### src/hdl/cb2_pkg.sv
package cb2_pkg;

	localparam int FRAC_BITS_DEF    = 16;
	localparam int CORDIC_STEPS_DEF = 16;
	localparam int QUEUE_DEPTH_DEF  = 4;

	// Angles are degrees with 24 fraction bits, sine and cosine have 30.
	localparam int ANG_FRAC  = 24;
	localparam int CS_FRAC   = 30;
	localparam int TABLE_LEN = 24;
	localparam int ZW        = 34;
	localparam int CW        = 33;

	localparam logic signed [CW-1:0] START_GAIN = 33'sd652032874;
	localparam logic signed [ZW-1:0] DEG90_Q24  = 34'sd1509949440;
	localparam logic signed [ZW-1:0] DEG180_Q24 = 34'sd3019898880;

	typedef enum logic {
		SHAPE_BOX    = 1'b0,
		SHAPE_CIRCLE = 1'b1
	} shape_t;

	typedef struct packed {
		shape_t              shape;
		logic signed [32:0]  px;
		logic signed [32:0]  py;
		logic [31:0]         bx;
		logic [31:0]         by;
		logic signed [31:0]  cex;
		logic signed [ZW-1:0] z;
	} item_t;

	function automatic logic signed [31:0] sat32(input logic signed [65:0] v);
		logic signed [31:0] r;
		if (v > 66'sd2147483647) begin
			r = 32'sh7FFFFFFF;
		end else if (v < -66'sd2147483648) begin
			r = 32'sh80000000;
		end else begin
			r = v[31:0];
		end
		return r;
	endfunction

	function automatic logic [31:0] mag32(input logic signed [32:0] v);
		logic [32:0] t;
		t = v[32] ? 33'(-v) : 33'(v);
		return t[31:0];
	endfunction

	function automatic logic [29:0] atan_q24(input int i);
		logic [29:0] r;
		unique case (i)
			0:  r = 30'd754974720;
			1:  r = 30'd445687602;
			2:  r = 30'd235489088;
			3:  r = 30'd119537938;
			4:  r = 30'd60000934;
			5:  r = 30'd30029717;
			6:  r = 30'd15018523;
			7:  r = 30'd7509720;
			8:  r = 30'd3754917;
			9:  r = 30'd1877466;
			10: r = 30'd938734;
			11: r = 30'd469367;
			12: r = 30'd234684;
			13: r = 30'd117342;
			14: r = 30'd58671;
			15: r = 30'd29335;
			16: r = 30'd14668;
			17: r = 30'd7334;
			18: r = 30'd3667;
			19: r = 30'd1833;
			20: r = 30'd917;
			21: r = 30'd458;
			22: r = 30'd229;
			23: r = 30'd115;
			default: r = 30'd0;
		endcase
		return r;
	endfunction

endpackage

### src/hdl/cb2_queue.sv
module cb2_queue import cb2_pkg::*; #(
	parameter int DEPTH = QUEUE_DEPTH_DEF
) (
	input  logic  clk,
	input  logic  arst_n,
	input  logic  push,
	input  item_t push_item,
	output logic  full,
	output logic  nonempty,
	input  logic  pop,
	output item_t head
);

	localparam int AW = $clog2(DEPTH);
	localparam logic [AW-1:0] LAST = AW'(DEPTH - 1);
	localparam logic [AW:0]   FULLC = (AW+1)'(DEPTH);

	item_t           mem_q [DEPTH];
	logic [AW-1:0]   wr_ptr_q, rd_ptr_q;
	logic [AW:0]     count_q;
	logic            do_push, do_pop;

	assign full     = (count_q == FULLC);
	assign nonempty = (count_q != '0);
	assign do_push  = push && !full;
	assign do_pop   = pop && nonempty;
	assign head     = mem_q[rd_ptr_q];

	always_ff @(posedge clk or negedge arst_n) begin
		if (!arst_n) begin
			wr_ptr_q <= '0;
			rd_ptr_q <= '0;
			count_q  <= '0;
		end else begin
			if (do_push) wr_ptr_q <= (wr_ptr_q == LAST) ? '0 : wr_ptr_q + 1'b1;
			if (do_pop)  rd_ptr_q <= (rd_ptr_q == LAST) ? '0 : rd_ptr_q + 1'b1;
			if (do_push && !do_pop) begin
				count_q <= count_q + 1'b1;
			end else if (do_pop && !do_push) begin
				count_q <= count_q - 1'b1;
			end
		end
	end

	always_ff @(posedge clk) begin
		if (do_push) mem_q[wr_ptr_q] <= push_item;
	end

endmodule

### config.mk
export PLATFORM = sky130hd
export DESIGN_NAME = cb2_queue
export DESIGN_NICKNAME = d
export VERILOG_FILES = /design/src/hdl/cb2_pkg.sv /design/src/hdl/cb2_queue.sv
export SDC_FILE = /design/constraint.sdc
export NUM_CORES = 1
export LEC_CHECK = 0
export BUFFER_PORTS_ARGS = -buffer_cell sky130_fd_sc_hd__buf_2
export CAP_MARGIN = 20
export CORE_ASPECT_RATIO = 1.75
export CORE_MARGIN = 3
export CORE_UTILIZATION = 39
export DETAILED_ROUTE_END_ITERATION = 6
export PLACE_DENSITY = 0.67
export SETUP_SLACK_MARGIN = 0.1
export SLEW_MARGIN = 20
export SYNTH_ARGS = -nofsm -noshare
export SYNTH_HDL_FRONTEND = slang
export SYNTH_SLANG_ARGS = --single-unit
### constraint.sdc
create_clock -name clk -period 11.4 [get_ports clk]
set_input_delay 0 -clock clk [delete_from_list [all_inputs] [get_ports clk]]
set_output_delay 0 -clock clk [all_outputs]
set_load 0.005 [all_outputs]
### Word level (Yosys, flattened, before mapping)

Memory sizes are Yosys's and may differ from the RTL's.
Index checks and enable logic that the tools add are counted.

| word-level totals | value |
|---|---|
| register bits after elaboration | 7 |
| memory bits (writable) | 788 |
| logic and storage cells | 26 |
| memories kept | 1 |

Memory list:

| memory | depth | bits a word | rd ports | clocked after Yosys merged registers in | wr ports | line | text |
|---|---|---|---|---|---|---|---|
| mem_q | 4 | 197 | 1 | 0 | 1 | cb2_queue.sv:18 | `item_t mem_q [DEPTH];` |

| operators by class | value |
|---|---|
| equality and inequality tests | 3 |
| mux-type cells | 6 |
| reduce and logical (&&, ||, !) cells | 9 |
| $add $sub $neg | 4 |

Operators with widths:

| kind | number |
|---|---|
| 3-bit two-way mux | 2 |
| 2-bit by 1-bit adder with 2-bit output, second input constant | 2 |
| 2-bit == test, second input constant | 2 |
| 1-bit logical AND | 4 |
| 2-bit two-way mux | 2 |
| 3-bit by 1-bit adder with 3-bit output, second input constant | 1 |
| 3-bit == test, second input constant | 1 |
| 1-bit zero test | 3 |
| 3-bit nonzero test | 1 |
| 3-bit by 1-bit subtractor with 3-bit output, second input constant | 1 |
| 1-bit two-way mux | 2 |
| 2-bit nonzero test | 1 |

### Longest topological paths before layout

Gate-level depths: netlist of the first run.

| depth | value |
|---|---|
| depth in word-level cells | 7 |
| mapped depth | 8 |
| mapped depth without buffers | 8 |

### Worst setup path after synthesis of the first run

No wires, ideal clock.

| path | value |
|---|---|
| path type | reg2reg |
| start point | register wr_ptr_q[0] |
| end point | memory mem_q[3][0] (netlist bit) (enable) |
| stages on the path, launching flop included | 4 |
| clock period less this slack | 9.613 ns |
| required time | 10.638 ns |
| path slack | 1.787 ns |
| buffers on the path | 0 |
| arrival time | 8.851 ns |
| path through | dfrtp_1 ha_1 nand2_1 nor2_1 |

RTL lines:

| element | line | text |
|---|---|---|
| start: declaration | cb2_queue.sv:19 | `logic [AW-1:0] wr_ptr_q, rd_ptr_q;` |
| start signal: assignment | cb2_queue.sv:35 | `if (do_push) wr_ptr_q <= (wr_ptr_q == LAST) ? '0 : wr_ptr_q + 1'b1;` |
| end: declaration | cb2_queue.sv:18 |  |

Straight into the memory's write port.

==> results of run 1 <==
-- per-stage QoR --
step	setup WS (ns)	hold slack, ns	power [W]	cell area (um2)
after floorplan	1.79	-0.296	0.00563	28800
after global placement	7.74	-0.152	0.00648	31900
after detailed placement	7.65	-0.144	0.00653	31900
after CTS	7.29	0.0347	0.00898	36200
after global routing	7.14	0.0770	0.00926	36200
final	7.54	0.111	0.00881	36200
-- power groups by stage --
stage,combinational [W],sequential (W),clock [W]
3_5_place_dp,0.00242,0.00411,0
6_report,0.00241,0.00404,0.00236
5_1_grt,0.00262,0.00410,0.00255
2_1_floorplan,0.00150,0.00413,0
4_1_cts,0.00249,0.00405,0.00243
3_3_place_gp,0.00241,0.00407,0
-- layer usage --
| layer | global-route usage | vias to the layer above |
|---|---|---|
| met3 | 0.0456 | 97 |
| met2 | 0.259 | 461 |
| met4 | 0.0610 | 2 |
| li1 | - | 5944 |
| met1 | 0.193 | 7127 |
| met5 | 0 | - |
-- cell usage in the layout (no fill, tap or decap), drive strengths merged --
cell type	instances
mux2	5
ha	6
nor3b	1
edfxtp	788
bufinv	6
nand2	2
xor2	2
fa	1
nor2b	1
buf	418
dlygate4sd3	201
clkinvlp	6
xnor2	1
nor2	4
inv	11
and2	3
clkinv	18
diode	8
clkbuf	92
or3	1
mux4	197
dfrtp	7
-- synth_stat cells, types with 2 or more instances --
cell      count  area, um2
xor2_1        2       17.5
buf_2        23        115
mux2_2        5       56.3
nand2_1       2       7.51
ha_1          6       75.1
mux4_2      197       4440
buf_6        14        158
and2_1        3       18.8
inv_1         3       11.3
nor2_1        4       15.0
clkbuf_1      5       18.8
dfrtp_1       7        175
edfxtp_1    788      23700
-- cells by family after synthesis --
family | share of synthesized area
XOR/XNOR | 0.000912
adder cells (fa/ha/maj) | 0.00330
buffers and inverters | 0.0109
flip-flops | 0.827
multiplexers | 0.156
AND/OR/NAND/NOR | 0.00213
-- flip-flops by register name, summed over array words and instances, names as in the netlist --
name      flops
wr_ptr_q      2
count_q       3
rd_ptr_q      2
mem_q       788
-- worst paths after layout --
| path | start | slack (ns) | cells past startpoint | endpoint |
|---|---|---|---|---|
| worst min-delay path | push_item[63] | 0.11 | 2 | mem_q[3][63] |
| worst max-delay path | rd_ptr_q[0] | 7.54 | 4 | head[35] |
| max in group asynchronous | arst_n | 10.74 | 3 | rd_ptr_q[0] |
| worst max register to register | count_q[2] | 7.76 | 5 | mem_q[0][125] |
| min in group asynchronous | arst_n | 0.35 | 3 | wr_ptr_q[0] |
| worst min register to register | count_q[2] | 0.52 | 1 | count_q[2] |
-- worst reg2reg max path, delay by kind of cell, from the launching register on --
kind,cells,cell delay [ns]
buffers and inverters,2,1.57
AND/OR/NAND/NOR,3,1.25
flip-flops,1,0.41
-- layout make-up --
cell class / count / area, um2
diodes: 8 / 20.0
clock buffers: 92 / 1900
clock inverters: 38 / 399
fillers: 5841 / 36900
inverters: 3 / 11.3
multi-input cells: 224 / 4690
flip-flops and latches: 795 / 23800
well taps: 931 / 1160
repair buffers: 619 / 4160
==> out/results.ini, run 1 <==
[setup_path]
path_common_cell = buf_4
worst_setup_path_end_kind = output port
required_ns = 11.40
worst-setup-path-type = reg2out
start_kind = flip-flop
critical-path-top-delay-family = buffers and inverters
cp.arrival_ns = 3.86
max_stage_delay_ns = 0.94
path_buf_inv = 3
crit_fanout = 39
path_cells = buf_4 -> buf_4 -> mux4_2 -> buf_2
crit_slowest_cell = dfrtp_4

[power]
pwr-share-comb = 0.274
power.density_mw_per_mm2 = 243
internal_power_w = 0.00635
sw_frac_of_total = 0.279
clkPwrFrac = 0.267
ir_drop_mv = 0.212
seq_power_share = 0.459
power.switching_w = 0.00246
leakage_nw = 12.3

[placement]
placed_cells = 2371
port_buffers = 399
post-dp-hpwl_mm = 36.2
gp_congestion = 0.743

[sta]
maxSlewHeadroom = 0.295
timing_worst_slew_pin_value_ns = 1.06
period_needed_ns = 3.86
finalSetupTns_ns = 0
fmax_ghz = 0.259
setup_viol = 0
hold_viol = 0
clock_skew_ns = 0.0201
period_share = 0.338
rsz0062_at_grt = false
maxSlewViolCount = 0

[logic_synthesis]
synth_edf_count = 788
synthesis.nets = 1274
syn_avg_cell_area_um2 = 27.0
synthArstFlopShare = 0.00881
ys.warnings.count = 0
synth_flop_cell = edfxtp_1
ys_ff_latch = 795
ys_seq_area_frac = 0.827
syn-cell-area_mm2 = 0.0288
syn_inst = 1066
ys_types = 20

[global_route]
grt_pass1_wl_mm = 90.6
grt_pass1_vias = 14814
antenna_found_initial = 8
grt_overflow_total = 0
grt_max_degree = 97
grtUsageTotal = 0.156

[die]
die_w_um = 212
ios = 400
start_util = 0.394
core.rowCount = 131
core-area_mm2 = 0.0731
die_y_um = 366
die_area_mm2 = 0.0773

[detailed_routing]
wire_per_inst_um = 22.1
route.vias.total = 13631
dr_wl_met2_mm = 30.6
wl_met1_mm = 23.1
wirelength_mm = 59.8
drt_first_iter_violations = 978
ant_nets = 0
routed.top_layer = met5
drtPass1Iterations = 5
drc_errors = 0
wl_met3_mm = 4.31
viasPerCell = 5.03

[finish]
drive_gt1_frac = 0.411
layoutNonFillerInstCount = 2710
area_delta_synth_final_pct = 25.6
postLayoutCoreUtil = 0.495
nets = 1924

[clocking]
cts_buffer_depth = 3
ctsResizeCount = 0
postCtsHoldBufs = 201
clk_pin_slew_ns = 0.07
numCtsBuffers = 73
clkLatencyLatePin_ns = 0.64
cts_setup_buffers = 0
htree_levels = 3
tritoncts = built
cts.sinks = 795
cts-root-buf = clkbuf_16

[outcome]
status = finished, final reports clean

[run]
cap_viol_max_count = 0

[min_path]
hp-class = in2reg

No activity file was read; power rests on OpenSTA's default activity.
==> run 2: changes to the inputs <==
ABC_AREA = 1   (was not set)
PLACE_DENSITY = 0.66   (was 0.67)
clock period = 3.7 ns   (was 11.4 ns; I/O delays follow)
==> run 2 against run 1 <==
Compared with the run above:
- die area grew 11%
- global-route usage is 1.4 points higher
- largest power group unchanged
- first-iteration DRC count grew 7.4%
- area after synthesis up 11%
- combinational power increased to 4.1 times the previous value
- sequential share of layout area down 5.9 points
- design area rose by 9.8%
- clock skew down 0.00051 ns
- sequential cell count unchanged
- critical path depth is 2 higher
==> out/results.ini, run 2 <==
[die]
ios = 400  ; unchanged
core-area_mm2 = 0.0812  ; was 0.0731 mm2
die_w_um = 223  ; was 212 um
core.rowCount = 138  ; was 131
start_util = 0.395  ; was 0.394
die_y_um = 385  ; was 366 um
die_area_mm2 = 0.0857  ; was 0.0773 mm2

[clocking]
cts.sinks = 795  ; unchanged
cts_buffer_depth = 3  ; unchanged
htree_levels = 3  ; unchanged
cts-root-buf = clkbuf_16  ; unchanged
cts_setup_buffers = 0  ; unchanged
clkLatencyLatePin_ns = 0.64  ; about the same
tritoncts = built  ; unchanged
ctsResizeCount = 0  ; unchanged
postCtsHoldBufs = 201  ; unchanged
clk_pin_slew_ns = 0.06  ; was 0.07 ns
numCtsBuffers = 74  ; was 73

[logic_synthesis]
ys_ff_latch = 795  ; unchanged
synth_top_family_by_area = compound AO/OA/AOI/OAI gates  ; was multiplexers
synthesis.nets = 2566  ; was 1274
yosysTopAreaCellShare = 0.739  ; was 0.821
synth_commonest_cells = 788 x edfxtp_1, 606 x nand2_1, 408 x inv_1  ; was 788 x edfxtp_1, 197 x mux4_2, 23 x buf_2
syn_inst = 2358  ; was 1066
synth_area_leaders = edfxtp_1 74%, nand2_1 7.1%, o211ai_1 6.9%  ; was edfxtp_1 82%, mux4_2 15%, dfrtp_1 0.61%
ys.warnings.count = 0  ; unchanged
synth_edf_count = 788  ; unchanged
post-synth-top-count-cell = edfxtp_1  ; unchanged
ys_types = 18  ; was 20
syn-cell-area_mm2 = 0.0320  ; was 0.0288 mm2
yosys.area_share.simple = 0.0730  ; was 0.00213
synthArstFlopShare = 0.00881  ; unchanged
yosys.area.top_type = edfxtp_1  ; unchanged
synthXorXnorAreaFrac = 0.000274  ; was 0.000911
syn_avg_cell_area_um2 = 13.6  ; was 27.0 um2
ys_seq_area_frac = 0.744  ; was 0.827
synthAdderAreaFrac = 0.00297  ; was 0.00330
synth_flop_cell = edfxtp_1  ; unchanged
synth_compound_area_frac = 0.108  ; was 0
synth.mux.area_fraction = 0  ; was 0.156

[finish]
nets = 3166  ; was 1924
layout_common_cells = 788 x edfxtp_1, 605 x nand2_1, 408 x inv_1, 399 x buf_2, 295 x o211ai_1  ; was 788 x edfxtp_1, 399 x buf_2, 201 x dlygate4sd3_1, 197 x mux4_2, 73 x clkbuf_16
largest_registers = mem_q (788), count_q (3)  ; unchanged
area_delta_synth_final_pct = 24.1  ; was 25.6%
final_common_cell = edfxtp_1  ; unchanged
final_area_mm2 = 0.0397  ; was 0.0362 mm2
drive_gt1_frac = 0.221  ; was 0.411
largest_reg_flops = 788  ; unchanged
top_register = mem_q  ; unchanged

[run]
cap_viol_max_count = 0  ; unchanged

[detailed_routing]
drc_errors = 0  ; unchanged
ant_nets = 0  ; unchanged
drt_first_iter_violations = 1050  ; was 978
wire_per_inst_um = 18.0  ; was 22.1 um
wirelength_mm = 73.2  ; was 59.8 mm
viasPerCell = 4.83  ; was 5.03
drtPass1Iterations = 6  ; was 5
route.vias.total = 19657  ; was 13631

[sta]
clock_skew_ns = 0.0196  ; was 0.0201 ns
timing_worst_slew_pin_value_ns = 1.01  ; was 1.06 ns
hold_viol = 0  ; unchanged
maxSlewViolCount = 0  ; unchanged
setup_viol = 0  ; unchanged
fin_ws_ns = 0.904  ; was 7.54 ns
period_needed_ns = 2.80
rsz0062_at_grt = false  ; unchanged
fmax_ghz = 0.358
period_share = 0.756
maxSlewHeadroom = 0.326  ; was 0.295

[global_route]
grt_most_used_layer = met2  ; unchanged
grt_max_degree = 113  ; was 97
grtUsageTotal = 0.169  ; was 0.156
gr-usage-met3 = 0.0458  ; was 0.0456
grt_pass1_wl_mm = 113  ; was 90.6 mm
grt_overflow_total = 0  ; unchanged
grt_pass1_vias = 20160  ; was 14814
grt.met1_usage = 0.198  ; was 0.193
grt_use_met2 = 0.294  ; was 0.259
antenna_found_initial = 4  ; was 8

[power]
leakage_nw = 15.7  ; was 12.3 nW
ir_drop_mv = 0.851  ; was 0.212 mV
clkPwrFrac = 0.256  ; was 0.267
sw_frac_of_total = 0.342  ; was 0.279
power.density_mw_per_mm2 = 756  ; was 243 mW/mm2
pwr-share-comb = 0.331  ; was 0.274
internal_power_w = 0.0198  ; was 0.00635 W
seq_power_share = 0.414  ; was 0.459
power.switching_w = 0.0103  ; was 0.00246 W

[outcome]
status = finished, final reports clean  ; unchanged

[placement]
post-dp-hpwl_mm = 44.6  ; was 36.2 mm
port_buffers = 399  ; unchanged
dp_slack_ns = 1.53  ; was 7.65 ns
placed_cell_area_mm2 = 0.0353  ; was 0.0319 mm2
gp_congestion = 0.806  ; was 0.743

[setup_path]
crit_fanout = 62  ; was 39
worst_setup_path_end_kind = output port  ; unchanged
cp.arrival_ns = 2.80  ; was 3.86 ns
start_kind = flip-flop  ; unchanged
worst-setup-path-type = reg2out  ; unchanged
required_ns = 3.70  ; was 11.40 ns

[min_path]
hp-class = in2reg  ; unchanged

## run 2: cells by family (layout without fill, tap and decap cells)
kind of cell    Yosys count  in the layout
compound gates          395            395
xor+xnor                  1              1
fa+ha+maj                 7              7
buf+inv                 540           1199
flops                   795            795
other cells               0              3
simple gates            620            620
## run 2: path summary, 6_finish.rpt
check	from	endpoint	slack, ns	cells past startpoint
max in group asynchronous	arst_n	rd_ptr_q[1]	2.97	3
max	rd_ptr_q[0]	head[55]	0.90	6
max reg2reg	count_q[0]	mem_q[1][99]	1.52	6
min reg2reg	count_q[2]	count_q[2]	0.53	2
min in group asynchronous	arst_n	rd_ptr_q[0]	0.40	3
min	push_item[45]	mem_q[1][45]	0.10	2
## run 2: per-stage QoR
step / TNS [ns] / power, W / utilization / instances / hold WS, ns
2_1_floorplan: -253.37 / 0.0185 / - / 2358 / -0.296
3_3_place_gp: 0 / 0.0224 / 0.435 / 3731 / -0.125
3_5_place_dp: 0 / 0.0225 / 0.435 / 3731 / -0.126
4_1_cts: 0 / 0.0305 / 0.490 / 4067 / 0.0337
5_1_grt: 0 / 0.0319 / 0.490 / 4070 / 0.0733
6_report: 0 / 0.0301 / 0.490 / 4070 / 0.105
## run 2: cell type report
class                   count  area (um2)
fillers                  6864       41400
flip-flops and latches    795       23800
multi-input cells        1023        5940
repair buffers            655        4650
clock buffers              88        1950
inverters                 409        1540
well taps                1050        1310
clock inverters            47         495
diodes                      3        7.51
## run 2: power by group through the flow
stage	registers, W	logic (W)	clock network, W
2_1_floorplan	0.0125	0.00604	0
3_3_place_gp	0.0126	0.00981	0
3_5_place_dp	0.0126	0.00989	0
4_1_cts	0.0124	0.0101	0.00792
5_1_grt	0.0126	0.0111	0.00824
6_report	0.0124	0.00994	0.00769
## run 2: per-layer routing
layer	vias up	wire [um]
met5	-	13
met4	2	2260
met3	125	5580
met2	647	36700
met1	9458	28700
li1	9425	-
## run 2: worst max-delay path, cell delays in order, from the launching register on
cell and delay, ns:
dfrtp_4 1.04, buf_4 0.36, buf_4 0.23, nand2_1 0.08, o211ai_1 0.09, nand2_1 0.11
buf_2 0.14
==> run 3: changes to the inputs <==
clock period = 2.9 ns   (was 3.7 ns; I/O delays follow)
==> run 3 against run 2 <==
Compared with the run above:
- utilization is 0.15 points lower
- clock skew grew 0.0026 ns
- sequential share of layout area is 0.18 points higher
- via count is 1.1% lower
- first-iteration DRC count increased by 2.3%
- final cell count decreased by 0.15%
- routed wire length fell by 4.3%
- sequential power up 26%
- non-clock buffer count increased by 2
- register-to-register slack got worse by 0.57 ns
- power grew 25%
- critical endpoint is now head[130]
==> out/results.ini, run 3 (synthesized netlist as in run 2, its figures left out) <==
[outcome]
status = finished, final reports clean  ; unchanged

[global_route]
grt_most_used_layer = met2  ; unchanged
antenna_found_initial = 2  ; was 4
grtUsageTotal = 0.164  ; was 0.169
gr-usage-met3 = 0.0378  ; was 0.0458
grt_pass1_vias = 19859  ; was 20160
grt.met1_usage = 0.196  ; was 0.198
grt_use_met2 = 0.290  ; was 0.294
grt_overflow_total = 0  ; unchanged
grt_pass1_wl_mm = 110  ; was 113 mm
grt_max_degree = 134  ; was 113

[placement]
dp_slack_ns = 0.951  ; was 1.53 ns
port_buffers = 399  ; unchanged
post-dp-hpwl_mm = 42.7  ; was 44.6 mm
gp_congestion = 0.751  ; was 0.806
placed_cell_area_mm2 = 0.0354  ; was 0.0353 mm2

[clocking]
ctsResizeCount = 0  ; unchanged
cts_setup_buffers = 0  ; unchanged
clkLatencyLatePin_ns = 0.65  ; was 0.64 ns
htree_levels = 3  ; unchanged
cts.sinks = 795  ; unchanged
cts_buffer_depth = 3  ; unchanged
tritoncts = built  ; unchanged
numCtsBuffers = 73  ; was 74
cts-root-buf = clkbuf_16  ; unchanged
clk_pin_slew_ns = 0.06  ; about the same
postCtsHoldBufs = 201  ; unchanged

[detailed_routing]
wirelength_mm = 70.1  ; was 73.2 mm
drc_errors = 0  ; unchanged
viasPerCell = 4.78  ; was 4.83
route.vias.total = 19445  ; was 19657
drt_first_iter_violations = 1074  ; was 1050
wire_per_inst_um = 17.3  ; was 18.0 um
drtPass1Iterations = 6  ; unchanged
ant_nets = 0  ; unchanged

[setup_path]
r2r_slack_ns = 0.95  ; was 1.52 ns
crit_fanout = 133  ; was 62
worst-setup-path-type = reg2out  ; unchanged
max_stage_delay_ns = 0.54  ; was 1.04 ns
r2r_cells = 6  ; unchanged
worst_setup_path_end_kind = output port  ; unchanged
start_kind = flip-flop  ; unchanged
crit_slowest_cell = buf_12  ; was dfrtp_4
cp.arrival_ns = 2.45  ; was 2.80 ns
r2r-start = count_q[0]  ; unchanged
reg2reg_to = mem_q[1][70]  ; was mem_q[1][99]
path_cells = buf_12 -> o211ai_1 -> nand2_1 -> buf_2  ; was buf_4 -> buf_4 -> nand2_1 -> o211ai_1 -> nand2_1 -> buf_2
required_ns = 2.90  ; was 3.70 ns

[die]
start_util = 0.395  ; unchanged
die_w_um = 223  ; unchanged
ios = 400  ; unchanged
die_y_um = 385  ; unchanged
core-area_mm2 = 0.0812  ; unchanged
core.rowCount = 138  ; unchanged
die_area_mm2 = 0.0857  ; unchanged

[finish]
final_common_cell = edfxtp_1  ; unchanged
largest_registers = mem_q (788), count_q (3)  ; unchanged
largest_reg_flops = 788  ; unchanged
drive_gt1_frac = 0.217  ; was 0.221
layout_common_cells = 788 x edfxtp_1, 605 x nand2_1, 408 x inv_1, 399 x buf_2, 295 x o211ai_1  ; unchanged
top_register = mem_q  ; unchanged
final_area_mm2 = 0.0396  ; was 0.0397 mm2
area_delta_synth_final_pct = 23.7  ; was 24.1%
nets = 3167  ; was 3166

[sta]
hold_viol = 0  ; unchanged
holdWs_ns = 0.110  ; was 0.105 ns
fmax_ghz = 0.408
clock_skew_ns = 0.0222  ; was 0.0196 ns
period_share = 0.846
setup_viol = 0  ; unchanged
maxSlewHeadroom = 0.385  ; was 0.326
maxSlewViolCount = 0  ; unchanged
period_needed_ns = 2.45
timing_worst_slew_pin_value_ns = 0.922  ; was 1.01 ns
rsz0062_at_grt = false  ; unchanged
fin_ws_ns = 0.446  ; was 0.904 ns
finalSetupTns_ns = 0  ; unchanged

[min_path]
worstHoldPathCells = 2  ; unchanged
min-delay-start = push_item[71]  ; was push_item[45]
hold-path-endpoint = mem_q[1][71]  ; was mem_q[1][45]
hp-class = in2reg  ; unchanged

[power]
power.density_mw_per_mm2 = 949  ; was 756 mW/mm2
leakage_nw = 15.7  ; about the same
ir_drop_mv = 0.645  ; was 0.851 mV
fin_total_pwr_w = 0.0376  ; was 0.0301 W

[run]
cap_viol_max_count = 0  ; unchanged

## run 3: through the flow
| step | util | std cells |
|---|---|---|
| 2_1_floorplan | - | 2358 |
| 3_3_place_gp | 0.436 | 3733 |
| 3_5_place_dp | 0.436 | 3733 |
| 4_1_cts | 0.488 | 4062 |
| 5_1_grt | 0.488 | 4064 |
| 6_report | 0.488 | 4064 |
## run 3: area by class of cell
type	count	area, um2
Fill cell	6844	41500
Sequential cell	795	23800
Multi-Input combinational cell	1023	5940
Timing Repair Buffer	657	4750
Clock buffer	94	1990
Inverter	409	1540
Tap cell	1050	1310
Clock inverter	34	233
Antenna cell	2	5.00
## run 3: routing by layer
metal | vias to the layer above | routed length [um] | part of all wire
li1 | 9426 | - | -
met1 | 9356 | 28300 | 0.40
met2 | 569 | 35500 | 0.51
met3 | 94 | 4670 | 0.067
met4 | 0 | 1600 | 0.023
met5 | - | 0 | 0
## run 3: worst max-delay path: cells and delay by family, from the launching register on
family	cells	cell delay (ns)
buf+inv	2	0.72
flops	1	0.47
simple gates	1	0.29
compound gates	1	0.18
## run 3: worst max-delay path by stage
stage | start | endpoint | slack, ns | cells past startpoint
global route | rd_ptr_q[0] | head[123] | 0.35 | 6
CTS | rd_ptr_q[1] | head[38] | 0.35 | 5
detailed placement | count_q[0] | mem_q[1][71] | 0.95 | 6
global placement | count_q[0] | mem_q[1][71] | 0.98 | 6
floorplan | count_q[0] | mem_q[0][0] | -1.14 | 4
finish | rd_ptr_q[1] | head[130] | 0.45 | 4
## run 3: where the power goes
part	total [W]	internal, W	leakage, nW	switching (W)
Combinational	0.0129	0.00470	7.27	0.00825
Sequential	0.0156	0.0151	7.30	0.000544
Clock	0.00904	0.00510	1.08	0.00395
